--- config.mk ---
export PLATFORM = sky130hd
export DESIGN_NAME = hsv_to_rgb_pwm_duty_flat
export DESIGN_NICKNAME = d
export VERILOG_FILES = /design/src/rtl/hsvpwm_pkg.sv /design/src/rtl/hsvpwm_if.sv /design/src/rtl/hsvpwm_frac.sv /design/src/rtl/hsvpwm_level.sv /design/src/rtl/hsvpwm_duty.sv /design/src/rtl/hsv_to_rgb_pwm_duty.sv /design/src/flat_wrapper.sv
export SDC_FILE = /design/constraint.sdc
export NUM_CORES = 2
export LEC_CHECK = 0
export ABC_AREA = 0
export BUFFER_PORTS_ARGS = -buffer_cell sky130_fd_sc_hd__buf_2
export CAP_MARGIN = 20
export CORE_ASPECT_RATIO = 0.75
export CORE_MARGIN = 2
export CORE_UTILIZATION = 70
export DETAILED_ROUTE_END_ITERATION = 6
export PLACE_DENSITY = 0.94
export SLEW_MARGIN = 20
export SYNTH_ARGS = -nofsm -noshare
export SYNTH_HDL_FRONTEND = slang
export SYNTH_HIERARCHICAL = 1
export SYNTH_SLANG_ARGS = --single-unit
export TNS_END_PERCENT = 20
--- constraint.sdc ---
create_clock -name clk -period 16.6 [get_ports clk]
set_input_delay 1.66 -clock clk [delete_from_list [all_inputs] [get_ports clk]]
set_output_delay 1.66 -clock clk [all_outputs]
set_load 0.01 [all_outputs]
--- src/rtl/hsvpwm_pkg.sv ---
package hsvpwm_pkg;

  localparam int unsigned HUE_W    = 12;
  localparam int unsigned LVL_W    = 8;
  localparam int unsigned FRAC_W   = 10;
  localparam int unsigned REM_W    = 10;

  // Width of the PWM timer compare field; duties saturate at its full count.
  localparam int unsigned DUTY_BITS = 8;
  localparam logic [LVL_W-1:0] DUTY_LIMIT =
    (DUTY_BITS >= LVL_W) ? {LVL_W{1'b1}} : LVL_W'((1 << DUTY_BITS) - 1);

  localparam int unsigned PEAK_DUTY_RESET = 127;

  // Hue span of one sector, in tenths of a degree.
  localparam int unsigned HUE_SECTOR = 600;

  // The fraction is rem * 1024 / 600 = (rem * 128) / 75. The quotient by 75 is
  // estimated with floor(2^20 / 75) and then corrected by at most one.
  localparam int unsigned FRAC_X_W    = REM_W + 7;
  localparam int unsigned RECIP_75    = (1 << 20) / 75;
  localparam int unsigned RECIP_W     = 14;
  localparam int unsigned RECIP_SHIFT = 20;
  localparam int unsigned PROD_W      = FRAC_X_W + RECIP_W;
  localparam int unsigned DIV_FRAC    = 75;

  // 255 * 1024, the unit of the s * f products.
  localparam int unsigned FULL_SCALE = 261120;
  localparam int unsigned SF_W       = 18;
  localparam int unsigned QY_W       = 26;

  typedef enum logic [2:0] {
    SECT_RED_YEL  = 3'd0,
    SECT_YEL_GRN  = 3'd1,
    SECT_GRN_CYAN = 3'd2,
    SECT_CYAN_BLU = 3'd3,
    SECT_BLU_MAG  = 3'd4,
    SECT_MAG_RED  = 3'd5
  } sector_t;

  typedef struct packed {
    sector_t           sector;
    logic [FRAC_W-1:0] frac;
    logic [LVL_W-1:0]  sat;
    logic [LVL_W-1:0]  bri;
    logic [LVL_W-1:0]  p;
  } frac_t;

  typedef struct packed {
    logic [LVL_W-1:0] red;
    logic [LVL_W-1:0] green;
    logic [LVL_W-1:0] blue;
  } level_t;

  typedef struct packed {
    level_t           level;
    logic [LVL_W-1:0] red_duty;
    logic [LVL_W-1:0] green_duty;
    logic [LVL_W-1:0] blue_duty;
  } result_t;

  // floor(x / 255) for x up to 255 * 255, without a divider.
  function automatic logic [LVL_W-1:0] div255(input logic [15:0] x);
    logic [16:0] sum;
    sum = {1'b0, x} + 17'(x >> 8) + 17'd1;
    return sum[15:8];
  endfunction

endpackage

--- src/rtl/hsvpwm_if.sv ---
interface hsvpwm_in_if;
  logic        valid;
  logic        ready;
  logic [11:0] hue_tenths;
  logic [7:0]  saturation;
  logic [7:0]  brightness;

  modport source (output valid, output hue_tenths, output saturation, output brightness,
                  input ready);
  modport sink   (input valid, input hue_tenths, input saturation, input brightness,
                  output ready);
endinterface

interface hsvpwm_out_if;
  logic       valid;
  logic       ready;
  logic [7:0] red_level;
  logic [7:0] green_level;
  logic [7:0] blue_level;
  logic [7:0] red_duty;
  logic [7:0] green_duty;
  logic [7:0] blue_duty;

  modport source (output valid, output red_level, output green_level, output blue_level,
                  output red_duty, output green_duty, output blue_duty, input ready);
  modport sink   (input valid, input red_level, input green_level, input blue_level,
                  input red_duty, input green_duty, input blue_duty, output ready);
endinterface

--- src/rtl/hsvpwm_frac.sv ---
module hsvpwm_frac (
  input  logic                        clk,
  input  logic                        rst,
  input  logic                        in_valid,
  output logic                        in_ready,
  input  logic [hsvpwm_pkg::HUE_W-1:0] hue,
  input  logic [hsvpwm_pkg::LVL_W-1:0] sat,
  input  logic [hsvpwm_pkg::LVL_W-1:0] bri,
  output logic                        out_valid,
  input  logic                        out_ready,
  output hsvpwm_pkg::frac_t           out_data
);
  import hsvpwm_pkg::*;

  logic en1, en2, en3;
  logic s1_valid, s2_valid, s3_valid;

  logic [2:0]       sect_raw;
  logic [HUE_W-1:0] sect_base;
  logic [HUE_W-1:0] rem_full;
  sector_t          sect_c;

  sector_t          s1_sector;
  logic [REM_W-1:0] s1_rem;
  logic [LVL_W-1:0] s1_sat, s1_bri;

  sector_t             s2_sector;
  logic [FRAC_X_W-1:0] s2_x;
  logic [PROD_W-1:0]   s2_prod;
  logic [15:0]         s2_pv;
  logic [LVL_W-1:0]    s2_sat, s2_bri;

  logic [FRAC_W-1:0]   q0;
  logic [FRAC_X_W-1:0] rem75;
  frac_t               s3;

  assign en3 = !s3_valid || out_ready;
  assign en2 = !s2_valid || en3;
  assign en1 = !s1_valid || en2;
  assign in_ready  = en1;
  assign out_valid = s3_valid;
  assign out_data  = s3;

  // Sector by comparing against the sector boundaries; hues past the last
  // boundary fall into a seventh span that folds back onto the first sector.
  always_comb begin
    priority if (hue >= HUE_W'(6 * HUE_SECTOR)) begin
      sect_raw = 3'd6; sect_base = HUE_W'(6 * HUE_SECTOR);
    end else if (hue >= HUE_W'(5 * HUE_SECTOR)) begin
      sect_raw = 3'd5; sect_base = HUE_W'(5 * HUE_SECTOR);
    end else if (hue >= HUE_W'(4 * HUE_SECTOR)) begin
      sect_raw = 3'd4; sect_base = HUE_W'(4 * HUE_SECTOR);
    end else if (hue >= HUE_W'(3 * HUE_SECTOR)) begin
      sect_raw = 3'd3; sect_base = HUE_W'(3 * HUE_SECTOR);
    end else if (hue >= HUE_W'(2 * HUE_SECTOR)) begin
      sect_raw = 3'd2; sect_base = HUE_W'(2 * HUE_SECTOR);
    end else if (hue >= HUE_W'(HUE_SECTOR)) begin
      sect_raw = 3'd1; sect_base = HUE_W'(HUE_SECTOR);
    end else begin
      sect_raw = 3'd0; sect_base = '0;
    end
    rem_full = hue - sect_base;
    sect_c   = (sect_raw == 3'd6) ? SECT_RED_YEL : sector_t'(sect_raw);
  end

  always_comb begin
    q0    = s2_prod[RECIP_SHIFT +: FRAC_W];
    rem75 = s2_x - FRAC_X_W'(q0 * DIV_FRAC);
  end

  always_ff @(posedge clk) begin
    if (rst) begin
      s1_valid <= 1'b0;
      s2_valid <= 1'b0;
      s3_valid <= 1'b0;
    end else begin
      if (en1) s1_valid <= in_valid;
      if (en2) s2_valid <= s1_valid;
      if (en3) s3_valid <= s2_valid;
    end
  end

  always_ff @(posedge clk) begin
    if (en1) begin
      s1_sector <= sect_c;
      s1_rem    <= rem_full[REM_W-1:0];
      s1_sat    <= sat;
      s1_bri    <= bri;
    end
    if (en2) begin
      s2_sector <= s1_sector;
      s2_x      <= {s1_rem, 7'b0};
      s2_prod   <= PROD_W'({s1_rem, 7'b0}) * PROD_W'(RECIP_75);
      s2_pv     <= s1_bri * (8'd255 - s1_sat);
      s2_sat    <= s1_sat;
      s2_bri    <= s1_bri;
    end
    if (en3) begin
      s3.sector <= s2_sector;
      s3.frac   <= q0 + FRAC_W'(rem75 >= FRAC_X_W'(DIV_FRAC));
      s3.sat    <= s2_sat;
      s3.bri    <= s2_bri;
      s3.p      <= div255(s2_pv);
    end
  end

endmodule

--- src/rtl/hsvpwm_level.sv ---
module hsvpwm_level (
  input  logic               clk,
  input  logic               rst,
  input  logic               in_valid,
  output logic               in_ready,
  input  hsvpwm_pkg::frac_t  in_data,
  output logic               out_valid,
  input  logic               out_ready,
  output hsvpwm_pkg::level_t out_data
);
  import hsvpwm_pkg::*;

  logic en4, en5, en6;
  logic s4_valid, s5_valid, s6_valid;

  sector_t          s4_sector, s5_sector;
  logic [SF_W-1:0]  s4_sf, s4_sg;
  logic [LVL_W-1:0] s4_bri, s4_p, s5_bri, s5_p;
  logic [QY_W-1:0]  s5_qy, s5_ty;

  logic [LVL_W-1:0] q, t;
  level_t           sel;
  level_t           s6;

  assign en6 = !s6_valid || out_ready;
  assign en5 = !s5_valid || en6;
  assign en4 = !s4_valid || en5;
  assign in_ready  = en4;
  assign out_valid = s6_valid;
  assign out_data  = s6;

  // Both products never exceed 255 * 1024, so the differences never go negative.
  always_comb begin
    q = div255(s5_qy[QY_W-1:10]);
    t = div255(s5_ty[QY_W-1:10]);
    unique case (s5_sector)
      SECT_RED_YEL:  sel = '{red: s5_bri, green: t,      blue: s5_p};
      SECT_YEL_GRN:  sel = '{red: q,      green: s5_bri, blue: s5_p};
      SECT_GRN_CYAN: sel = '{red: s5_p,   green: s5_bri, blue: t};
      SECT_CYAN_BLU: sel = '{red: s5_p,   green: q,      blue: s5_bri};
      SECT_BLU_MAG:  sel = '{red: t,      green: s5_p,   blue: s5_bri};
      default:       sel = '{red: s5_bri, green: s5_p,   blue: q};
    endcase
  end

  always_ff @(posedge clk) begin
    if (rst) begin
      s4_valid <= 1'b0;
      s5_valid <= 1'b0;
      s6_valid <= 1'b0;
    end else begin
      if (en4) s4_valid <= in_valid;
      if (en5) s5_valid <= s4_valid;
      if (en6) s6_valid <= s5_valid;
    end
  end

  always_ff @(posedge clk) begin
    if (en4) begin
      s4_sector <= in_data.sector;
      s4_sf     <= SF_W'(in_data.sat * in_data.frac);
      s4_sg     <= SF_W'(in_data.sat * (11'd1024 - {1'b0, in_data.frac}));
      s4_bri    <= in_data.bri;
      s4_p      <= in_data.p;
    end
    if (en5) begin
      s5_sector <= s4_sector;
      s5_qy     <= QY_W'(s4_bri * (SF_W'(FULL_SCALE) - s4_sf));
      s5_ty     <= QY_W'(s4_bri * (SF_W'(FULL_SCALE) - s4_sg));
      s5_bri    <= s4_bri;
      s5_p      <= s4_p;
    end
    if (en6) begin
      s6 <= sel;
    end
  end

endmodule

--- src/rtl/hsvpwm_duty.sv ---
module hsvpwm_duty (
  input  logic                         clk,
  input  logic                         rst,
  input  logic [hsvpwm_pkg::LVL_W-1:0] peak_duty,
  input  logic                         in_valid,
  output logic                         in_ready,
  input  hsvpwm_pkg::level_t           in_data,
  output logic                         out_valid,
  input  logic                         out_ready,
  output hsvpwm_pkg::result_t          out_data
);
  import hsvpwm_pkg::*;

  logic en7, en8;
  logic s7_valid, s8_valid;

  level_t      s7_level;
  logic [15:0] s7_mr, s7_mg, s7_mb;
  result_t     s8;

  assign en8 = !s8_valid || out_ready;
  assign en7 = !s7_valid || en8;
  assign in_ready  = en7;
  assign out_valid = s8_valid;
  assign out_data  = s8;

  function automatic logic [LVL_W-1:0] clip(input logic [LVL_W-1:0] d);
    return (d > DUTY_LIMIT) ? DUTY_LIMIT : d;
  endfunction

  always_ff @(posedge clk) begin
    if (rst) begin
      s7_valid <= 1'b0;
      s8_valid <= 1'b0;
    end else begin
      if (en7) s7_valid <= in_valid;
      if (en8) s8_valid <= s7_valid;
    end
  end

  always_ff @(posedge clk) begin
    if (en7) begin
      s7_level <= in_data;
      s7_mr    <= in_data.red   * peak_duty;
      s7_mg    <= in_data.green * peak_duty;
      s7_mb    <= in_data.blue  * peak_duty;
    end
    if (en8) begin
      s8.level      <= s7_level;
      s8.red_duty   <= clip(div255(s7_mr));
      s8.green_duty <= clip(div255(s7_mg));
      s8.blue_duty  <= clip(div255(s7_mb));
    end
  end

endmodule

--- src/rtl/hsv_to_rgb_pwm_duty.sv ---
// Channel   Direction  Carries
// color     sink       hue_tenths[11:0], saturation[7:0], brightness[7:0]
// result    source     red/green/blue_level[7:0], red/green/blue_duty[7:0]
// cfg       write      cfg_we, cfg_wdata[7:0] -> peak_duty
//
// One item is accepted per clock while no stall holds color.ready low. An item
// passes eight register stages, the first loaded by the accepting edge.
// Reset (rst, synchronous) empties every stage and loads peak_duty with 127.
// Each stage holds its item while the next one is full and stalled, so a stall
// on result fills empty stages first and then backs up to color.ready.
module hsv_to_rgb_pwm_duty (
  input  logic                         clk,
  input  logic                         rst,
  input  logic                         cfg_we,
  input  logic [hsvpwm_pkg::LVL_W-1:0] cfg_wdata,
  hsvpwm_in_if.sink                    color,
  hsvpwm_out_if.source                 result
);
  import hsvpwm_pkg::*;

  // Largest duty for a full-scale channel. The user must write it only while the
  // pipeline is empty (not enforced), so every item in flight sees one value.
  logic [LVL_W-1:0] peak_duty;

  logic    frac_valid, frac_ready;
  frac_t   frac_data;
  logic    lvl_valid, lvl_ready;
  level_t  lvl_data;
  result_t res_data;

  always_ff @(posedge clk) begin
    if (rst) begin
      peak_duty <= LVL_W'(PEAK_DUTY_RESET);
    end else if (cfg_we) begin
      peak_duty <= cfg_wdata;
    end
  end

  // Stages one to three: sector, remainder and the 10-bit hue fraction, plus
  // the p level, which needs only saturation and value.
  hsvpwm_frac u_frac (
    .clk       (clk),
    .rst       (rst),
    .in_valid  (color.valid),
    .in_ready  (color.ready),
    .hue       (color.hue_tenths),
    .sat       (color.saturation),
    .bri       (color.brightness),
    .out_valid (frac_valid),
    .out_ready (frac_ready),
    .out_data  (frac_data)
  );

  // Stages four to six: the q and t levels and the per-sector arrangement.
  hsvpwm_level u_level (
    .clk       (clk),
    .rst       (rst),
    .in_valid  (frac_valid),
    .in_ready  (frac_ready),
    .in_data   (frac_data),
    .out_valid (lvl_valid),
    .out_ready (lvl_ready),
    .out_data  (lvl_data)
  );

  // Stages seven and eight: scaling each level to a PWM duty. The last stage
  // is the output register.
  hsvpwm_duty u_duty (
    .clk       (clk),
    .rst       (rst),
    .peak_duty (peak_duty),
    .in_valid  (lvl_valid),
    .in_ready  (lvl_ready),
    .in_data   (lvl_data),
    .out_valid (result.valid),
    .out_ready (result.ready),
    .out_data  (res_data)
  );

  assign result.red_level   = res_data.level.red;
  assign result.green_level = res_data.level.green;
  assign result.blue_level  = res_data.level.blue;
  assign result.red_duty    = res_data.red_duty;
  assign result.green_duty  = res_data.green_duty;
  assign result.blue_duty   = res_data.blue_duty;

endmodule
--- src/flat_wrapper.sv ---
// flat-port wrapper written by rule: the top's interface ports become plain ports
module hsv_to_rgb_pwm_duty_flat import hsvpwm_pkg::*;
  (clk, rst, cfg_we, cfg_wdata, color_valid, color_hue_tenths, color_saturation, color_brightness, color_ready, result_valid, result_red_level, result_green_level, result_blue_level, result_red_duty, result_green_duty, result_blue_duty, result_ready);
  hsvpwm_in_if color_i ();
  hsvpwm_out_if result_i ();
  input  logic clk;
  input  logic rst;
  input  logic cfg_we;
  input  logic [hsvpwm_pkg::LVL_W-1:0] cfg_wdata;
  input wire logic [$bits(color_i.valid)-1:0] color_valid;
  input wire logic [$bits(color_i.hue_tenths)-1:0] color_hue_tenths;
  input wire logic [$bits(color_i.saturation)-1:0] color_saturation;
  input wire logic [$bits(color_i.brightness)-1:0] color_brightness;
  output wire logic [$bits(color_i.ready)-1:0] color_ready;
  output wire logic [$bits(result_i.valid)-1:0] result_valid;
  output wire logic [$bits(result_i.red_level)-1:0] result_red_level;
  output wire logic [$bits(result_i.green_level)-1:0] result_green_level;
  output wire logic [$bits(result_i.blue_level)-1:0] result_blue_level;
  output wire logic [$bits(result_i.red_duty)-1:0] result_red_duty;
  output wire logic [$bits(result_i.green_duty)-1:0] result_green_duty;
  output wire logic [$bits(result_i.blue_duty)-1:0] result_blue_duty;
  input wire logic [$bits(result_i.ready)-1:0] result_ready;
  assign color_i.valid = color_valid;
  assign color_i.hue_tenths = color_hue_tenths;
  assign color_i.saturation = color_saturation;
  assign color_i.brightness = color_brightness;
  assign color_ready = color_i.ready;
  assign result_valid = result_i.valid;
  assign result_red_level = result_i.red_level;
  assign result_green_level = result_i.green_level;
  assign result_blue_level = result_i.blue_level;
  assign result_red_duty = result_i.red_duty;
  assign result_green_duty = result_i.green_duty;
  assign result_blue_duty = result_i.blue_duty;
  assign result_i.ready = result_ready;
  hsv_to_rgb_pwm_duty u_core (.clk(clk), .rst(rst), .cfg_we(cfg_we), .cfg_wdata(cfg_wdata), .color(color_i), .result(result_i));
endmodule
==> Word level (Yosys, flattened, before mapping) <==
Index checks and enable logic that the tools add are counted.
{ "word_totals": {"register_bits": 420, "input_bits": 41, "output_inout_bits": 50, "word_cells": 123} }
{ "classes": {"n_addsub": 19, "n_mul": 10, "n_lt_le_gt_ge": 10, "n_eq_ne": 5, "n_mux": 13, "reduce_logical": 17} }
{ "op_table": {"columns": ["op", "count"], "rows": [
  ["case mux 24 bit (5 select lines)", 1],
  ["adder 16 x 1 -> 16 bit, second input constant", 6],
  ["adder 16 x 8 -> 16 bit", 6],
  ["two-way mux 10 bit", 6],
  ["multiplier 9 x 19 -> 26 bit", 2],
  ["multiplier 8 x 8 -> 16 bit", 3],
  ["subtractor 18 x 18 -> 19 bit, first input constant", 2],
  ["greater-or-equal comparator 12 bit, second input constant", 3],
  ["greater-or-equal comparator 12 x 11 -> 1 bit, second input constant", 2],
  ["greater-than comparator 8 bit, second input constant", 3],
  ["multiplier 10 x 14 -> 23 bit, second input constant", 1],
  ["multiplier 8 x 10 -> 18 bit", 1],
  ["multiplier 9 x 12 -> 18 bit", 1],
  ["greater-or-equal comparator 17 x 7 -> 1 bit, second input constant", 1],
  ["multiplier 10 x 7 -> 17 bit, second input constant", 1],
  ["subtractor 17 bit", 1],
  ["multiplier 9 x 9 -> 16 bit", 1],
  ["greater-or-equal comparator 12 x 10 -> 1 bit, second input constant", 1],
  ["subtractor 11 x 10 -> 12 bit, first input constant", 1],
  ["adder 10 x 1 -> 10 bit", 1],
  ["subtractor 10 bit", 1],
  ["two-way mux 3 bit", 3],
  ["subtractor 8 x 8 -> 9 bit, first input constant", 1],
  ["logical NOT 1 bit", 8],
  ["7 further kinds", 17]
]} }

==> Depth between registers and ports, before layout <==
{ "depth": {"depth_word": 9, "depth_mapped": 24, "ltp_nobuf": 24} }

==> Modules after synthesis <==
Netlist, hierarchy kept.
{ "by_module_without_submodules": {"columns": ["mod", "n_inst", "cells_each", "area_each_um2", "seq_area_each_um2"], "rows": [
  ["hsvpwm_level", 1, 2186, 20908.8, 3933.8],
  ["hsvpwm_frac", 1, 980, 11068.1, 3693.5],
  ["hsvpwm_duty", 1, 972, 10852.9, 3643.5],
  ["hsv_to_rgb_pwm_duty", 1, 26, 304.0, 160.2]
]} }

==> Worst setup path before layout <==
Ideal clock, no wire load.
{ "synth_timing": {"path_type": "input -> output", "from": "input port result_ready", "to": "output port color_ready", "arrival_time_ps": 6075, "required_ps": 14940, "path_slack_ps": 8865, "path_stages": 8, "n_path_buf": 0, "cell_sequence": "nor2b_1 > nand2_1 > nor2b_1 > and2_1 > nand2_1 > nor2b_1 > and2_1 > nand2_1"} }
{ "synth_via": {"elab_chain_cells": 8} }
{ "synth_rtl": {"columns": ["element", "line", "source"], "rows": [
  ["start, declared", "flat_wrapper.sv:22", "input wire logic [$bits(result_i.ready)-1:0] result_ready;"],
  ["logical OR 1 bit", "hsvpwm_duty.sv:21", "assign en8 = !s8_valid || out_ready;"],
  ["logical OR 1 bit", "hsvpwm_duty.sv:22", "assign en7 = !s7_valid || en8;"],
  ["via u_core.lvl_ready", "hsv_to_rgb_pwm_duty.sv:27", "logic lvl_valid, lvl_ready;"],
  ["logical OR 1 bit", "hsvpwm_level.sv:25", "assign en6 = !s6_valid || out_ready;"],
  ["logical OR 1 bit", "hsvpwm_level.sv:26", "assign en5 = !s5_valid || en6;"],
  ["logical OR 1 bit", "hsvpwm_level.sv:27", "assign en4 = !s4_valid || en5;"],
  ["via u_core.frac_ready", "hsv_to_rgb_pwm_duty.sv:25", "logic frac_valid, frac_ready;"],
  ["logical OR 1 bit", "hsvpwm_frac.sv:37", "assign en3 = !s3_valid || out_ready;"],
  ["logical OR 1 bit", "hsvpwm_frac.sv:38", "assign en2 = !s2_valid || en3;"],
  ["logical OR 1 bit", "hsvpwm_frac.sv:39", "assign en1 = !s1_valid || en2;"],
  ["end, declared", "flat_wrapper.sv:14", "output wire logic [$bits(color_i.ready)-1:0] color_ready;"]
]} }
The timed path passes the listed nets, and every way through them passes these cells.

==> Final worst setup path <==
{ "layout_timing": {"from": "register u_core.u_level.s4_sf[2]", "to": "register u_core.u_level.s5_qy[25], data pin"} }
{ "layout_via": {"elab_chain_cells": 2} }
{ "layout_rtl": {"columns": ["element", "line", "source"], "rows": [
  ["start, declared", "hsvpwm_level.sv:17", "logic [SF_W-1:0] s4_sf, s4_sg;"],
  ["start signal, assigned", "hsvpwm_level.sv:61", "s4_sf <= SF_W'(in_data.sat * in_data.frac);"],
  ["subtractor 18 x 18 -> 19 bit", "hsvpwm_level.sv:68", "s5_qy <= QY_W'(s4_bri * (SF_W'(FULL_SCALE) - s4_sf));"],
  ["multiplier 9 x 19 -> 26 bit", "hsvpwm_level.sv:68", null],
  ["end signal, assigned", "hsvpwm_level.sv:68", null],
  ["end, declared", "hsvpwm_level.sv:19", "logic [QY_W-1:0] s5_qy, s5_ty;"]
]} }
Every way passes these cells.
A chain may end at the register's enable or synchronous reset.

==> run metrics <==
via/cell ratio 6.08; # resized after CTS 0; fillcell total 3541; # DRC 0; Slew HR 23.7%; multi-input logic area 28300 um^2; FF-to-FF setup slack ~9.2 ns; Root Driver clkbuf_16; worst setup path endpoint u_core/u_level/s5_qy[25]$_DFFE_PP_; RSZ-0062 raised after global routing false; largest net degree at the start of global routing 60; worst setup path category reg2reg; number of global-route vias before repair 32400; Worst EP arrival just under 8 ns; Register Area approximately 11000 um^2; Main synth FF type edfxtp_1; syn_nets 5234; Post-synth EDFFs 370; largest delay contributor family on the critical path adder cells; dpl ws around 9.4 ns; Yosys cell types 99; Crit path depth 23; Critical Path Start u_core/u_level/s4_sf[2]$_DFFE_PP_; PnR worst setup slack 9.20 ns; sequence of cells on the critical path or4_1 -> nor2_1 -> nand2_1 -> o41ai_4 -> nor2_1 -> xnor2_1 -> nand2_1 -> fa_1 -> inv_1 -> fa_1 -> fa_1 -> inv_1 -> fa_1 -> inv_1 -> ha_1 -> a211o_1 -> a21oi_1 -> and2_1 -> o311ai_4 -> o21a_1 -> and4_4 -> a2111oi_4 -> xnor2_1; Post-Syn Instances 4164; Worst Path Buf+Inv 3; CP max stage delay 0.63 ns; highest clock rate 135 MHz; H-tree levels 2; hold_sp u_core/u_frac/s2_sat[3]$_DFFE_PP_; TritonCTS Buffers 39; nets@finish 5281; synthesized area per cell roughly 10 um^2; Clock Skew 0.0316 ns; routed len/inst 19.4 um; Die H approximately 220 um; Starting DRT DRC Count 2840; maximum fanout along the worst path 8; most frequent cells in the layout 796 x inv_1, 540 x fa_1, 489 x ha_1; final worst-path cycle share 44.6%; reg2reg end u_core/u_level/s5_qy[25]$_DFFE_PP_; initial antenna violation count 0; Port-buffer cells 90; Die Area about 64000 um^2; GPL Wtd Cong approximately 0.93; Area Overhead vs Synth 5.85%; synth warn 6; max_cap viols 0; Final min period between 7 and 8 ns; critical path launch point type flip-flop; Worst Path Required about 17 ns; HP Class reg2reg; first-pass GRT wire length 162000 um; TritonRoute pass-1 iters 6; number of routed nets with antenna violations 0; grt ovf 0; Yosys reg bits a little under 400; post-synthesis sequential area ratio 26.5%; latest clock arrival within the worst-skew pair just under 0.6 ns; worst r2r src u_core/u_level/s4_sf[2]$_DFFE_PP_; Post-Syn Area 43100 um^2; ant diodes 0; outcome completed; setup bufs post-CTS 0; clock tree buffer depth 3; via count 30600; Die X 291 um; Placeable Area 60700 um^2; most used cell, CP fa_1; commonest non-fill, non-tap cell in the layout inv_1; share of cells above drive strength 1 5.05%; clk slew on worst S/H paths 0.06 ns; post-synthesis async set-or-reset flop share 0%; Row Count 78; Reg2Reg Depth 23; final max-slew violation count 0; Routed WL 98000 um; highest-delay cell along the critical path xnor2_1; Worst Setup End Kind flip-flop; hold_buf cts 0; I/O pin count 91; final core utilization 75.2%; Setup TNS Final 0 ns; final setup violation count 0; Global Route Usage Sum 31.6%; Initial Utilization between 70 and 80%; clock tree sinks between 300 and 400; worst slew pin tran around 1.1 ns; hpwl dp approximately 73000 um; Fin. Hold Viols 0; CTS tree built
worst min path at each step:
stage,to,cells after the start
6_report,u_core/u_frac/out_data[19]$_DFFE_PP_,0
3_5_place_dp,u_core/u_frac/out_data[23]$_DFFE_PP_,0
3_3_place_gp,u_core/u_frac/out_data[20]$_DFFE_PP_,0
2_1_floorplan,u_core/u_duty/out_data[24]$_DFFE_PP_,0
4_1_cts,u_core/u_duty/out_data[47]$_DFFE_PP_,0
5_1_grt,u_core/u_duty/out_data[47]$_DFFE_PP_,0
synthesized netlist by cell type, types with 5 or more instances:
library cell  instances  area share, %
xnor2_1             159            3.2
a211oi_1             15           0.26
a2111oi_0             6           0.12
o21ai_0              54           0.63
o211ai_1             22           0.38
or2_2                 5          0.073
nor2_1              153            1.3
a211o_1              20           0.41
clkbuf_1             90           0.78
a21o_1               33           0.57
o21bai_1             11           0.19
o21ai_1              16           0.19
a32oi_1               6           0.12
a31oi_1              13           0.19
or3_1                 7           0.10
and2_1              396            5.7
and3_1               25           0.36
edfxtp_1            370             26
nor3b_1               5          0.087
and4_1                8           0.16
mux2i_1               8           0.19
dfxtp_1              16           0.74
a221o_1               5           0.12
inv_1               799            7.0
o31ai_1               7           0.12
nand4_1              18           0.26
o31a_1                5           0.10
o2111ai_1             9           0.18
nor3_1               37           0.43
xor2_1               53            1.1
nand3_1              42           0.49
nor2b_1              63           0.91
nor4_1                8           0.12
a21oi_1              99            1.1
o21a_1               40           0.70
nand2b_1             46           0.67
nand2_1             347            3.0
ha_1                489             14
or4_1                 7           0.12
a22oi_1               6           0.10
fa_1                540             25
a21oi_2               6           0.12
state kept, by name, summed over array words and instances (netlist names), 10 cells and up:
signal	cells
u_core/u_duty/out_data	48
u_core/u_level/s4_sg	17
u_core/u_duty/s7_mg	16
u_core/u_duty/s7_mb	16
u_core/u_duty/s7_mr	16
u_core/u_level/s5_qy	16
u_core/u_frac/s2_pv	16
u_core/u_frac/out_data	37
u_core/u_frac/s2_prod	12
u_core/u_frac/s1_rem	10
u_core/u_level/out_data	24
u_core/u_level/s4_sf	18
u_core/u_level/s5_ty	16
u_core/u_duty/s7_level	24
kinds of logic (layout without fill, tap and decap cells):
kind of cell	after synthesis	after routing	share of synthesized area, %
simple gates	1193	1193	14.4
mux	11	11	0.264
compound gates	433	433	7.26
flops	386	386	26.5
buf+inv	898	975	7.89
fa+ha+maj	1029	1029	39.2
xor+xnor	214	214	4.39
worst register-to-register path, cell delays in order (launching register included):
cell	delay, ns
edfxtp_1	0.46
or4_1	0.55
nor2_1	0.19
nand2_1	0.18
o41ai_4	0.37
nor2_1	0.13
xnor2_1	0.63
nand2_1	0.18
fa_1	0.56
inv_1	0.05
fa_1	0.48
fa_1	0.55
inv_1	0.05
fa_1	0.47
inv_1	0.04
ha_1	0.32
a211o_1	0.36
a21oi_1	0.24
and2_1	0.31
o311ai_4	0.18
o21a_1	0.24
and4_4	0.20
a2111oi_4	0.33
xnor2_1	0.10
metrics by stage:
step	cells	instance area (um^2)	hold slack, ns
after floorplan	4164	43100	0.400
after global placement	4970	44300	0.401
after detailed placement	4970	44300	0.405
after CTS	5041	45700	0.395
after global routing	5041	45700	0.409
final	5041	45700	0.411
layer usage:
layer,wire length (um),track usage (%),vias up
met4,3480,11.6,0
li1,-,-,13600
met2,48100,54.5,1577
met5,0,0,-
met3,8040,4.68,279
met1,38400,40.9,15200
cell type report:
type | instances | area share, %
clock buffer | 46 | 2.29
clock inverter | 25 | 0.691
inverter | 799 | 6.57
multi-input combinational | 2880 | 62.0
sequential | 386 | 25.0
tap | 800 | 2.19
timing repair buffer | 105 | 1.23
Power is not shown: default switching activity piles up to over one toggle a cycle in this logic, so the estimate is an artifact.
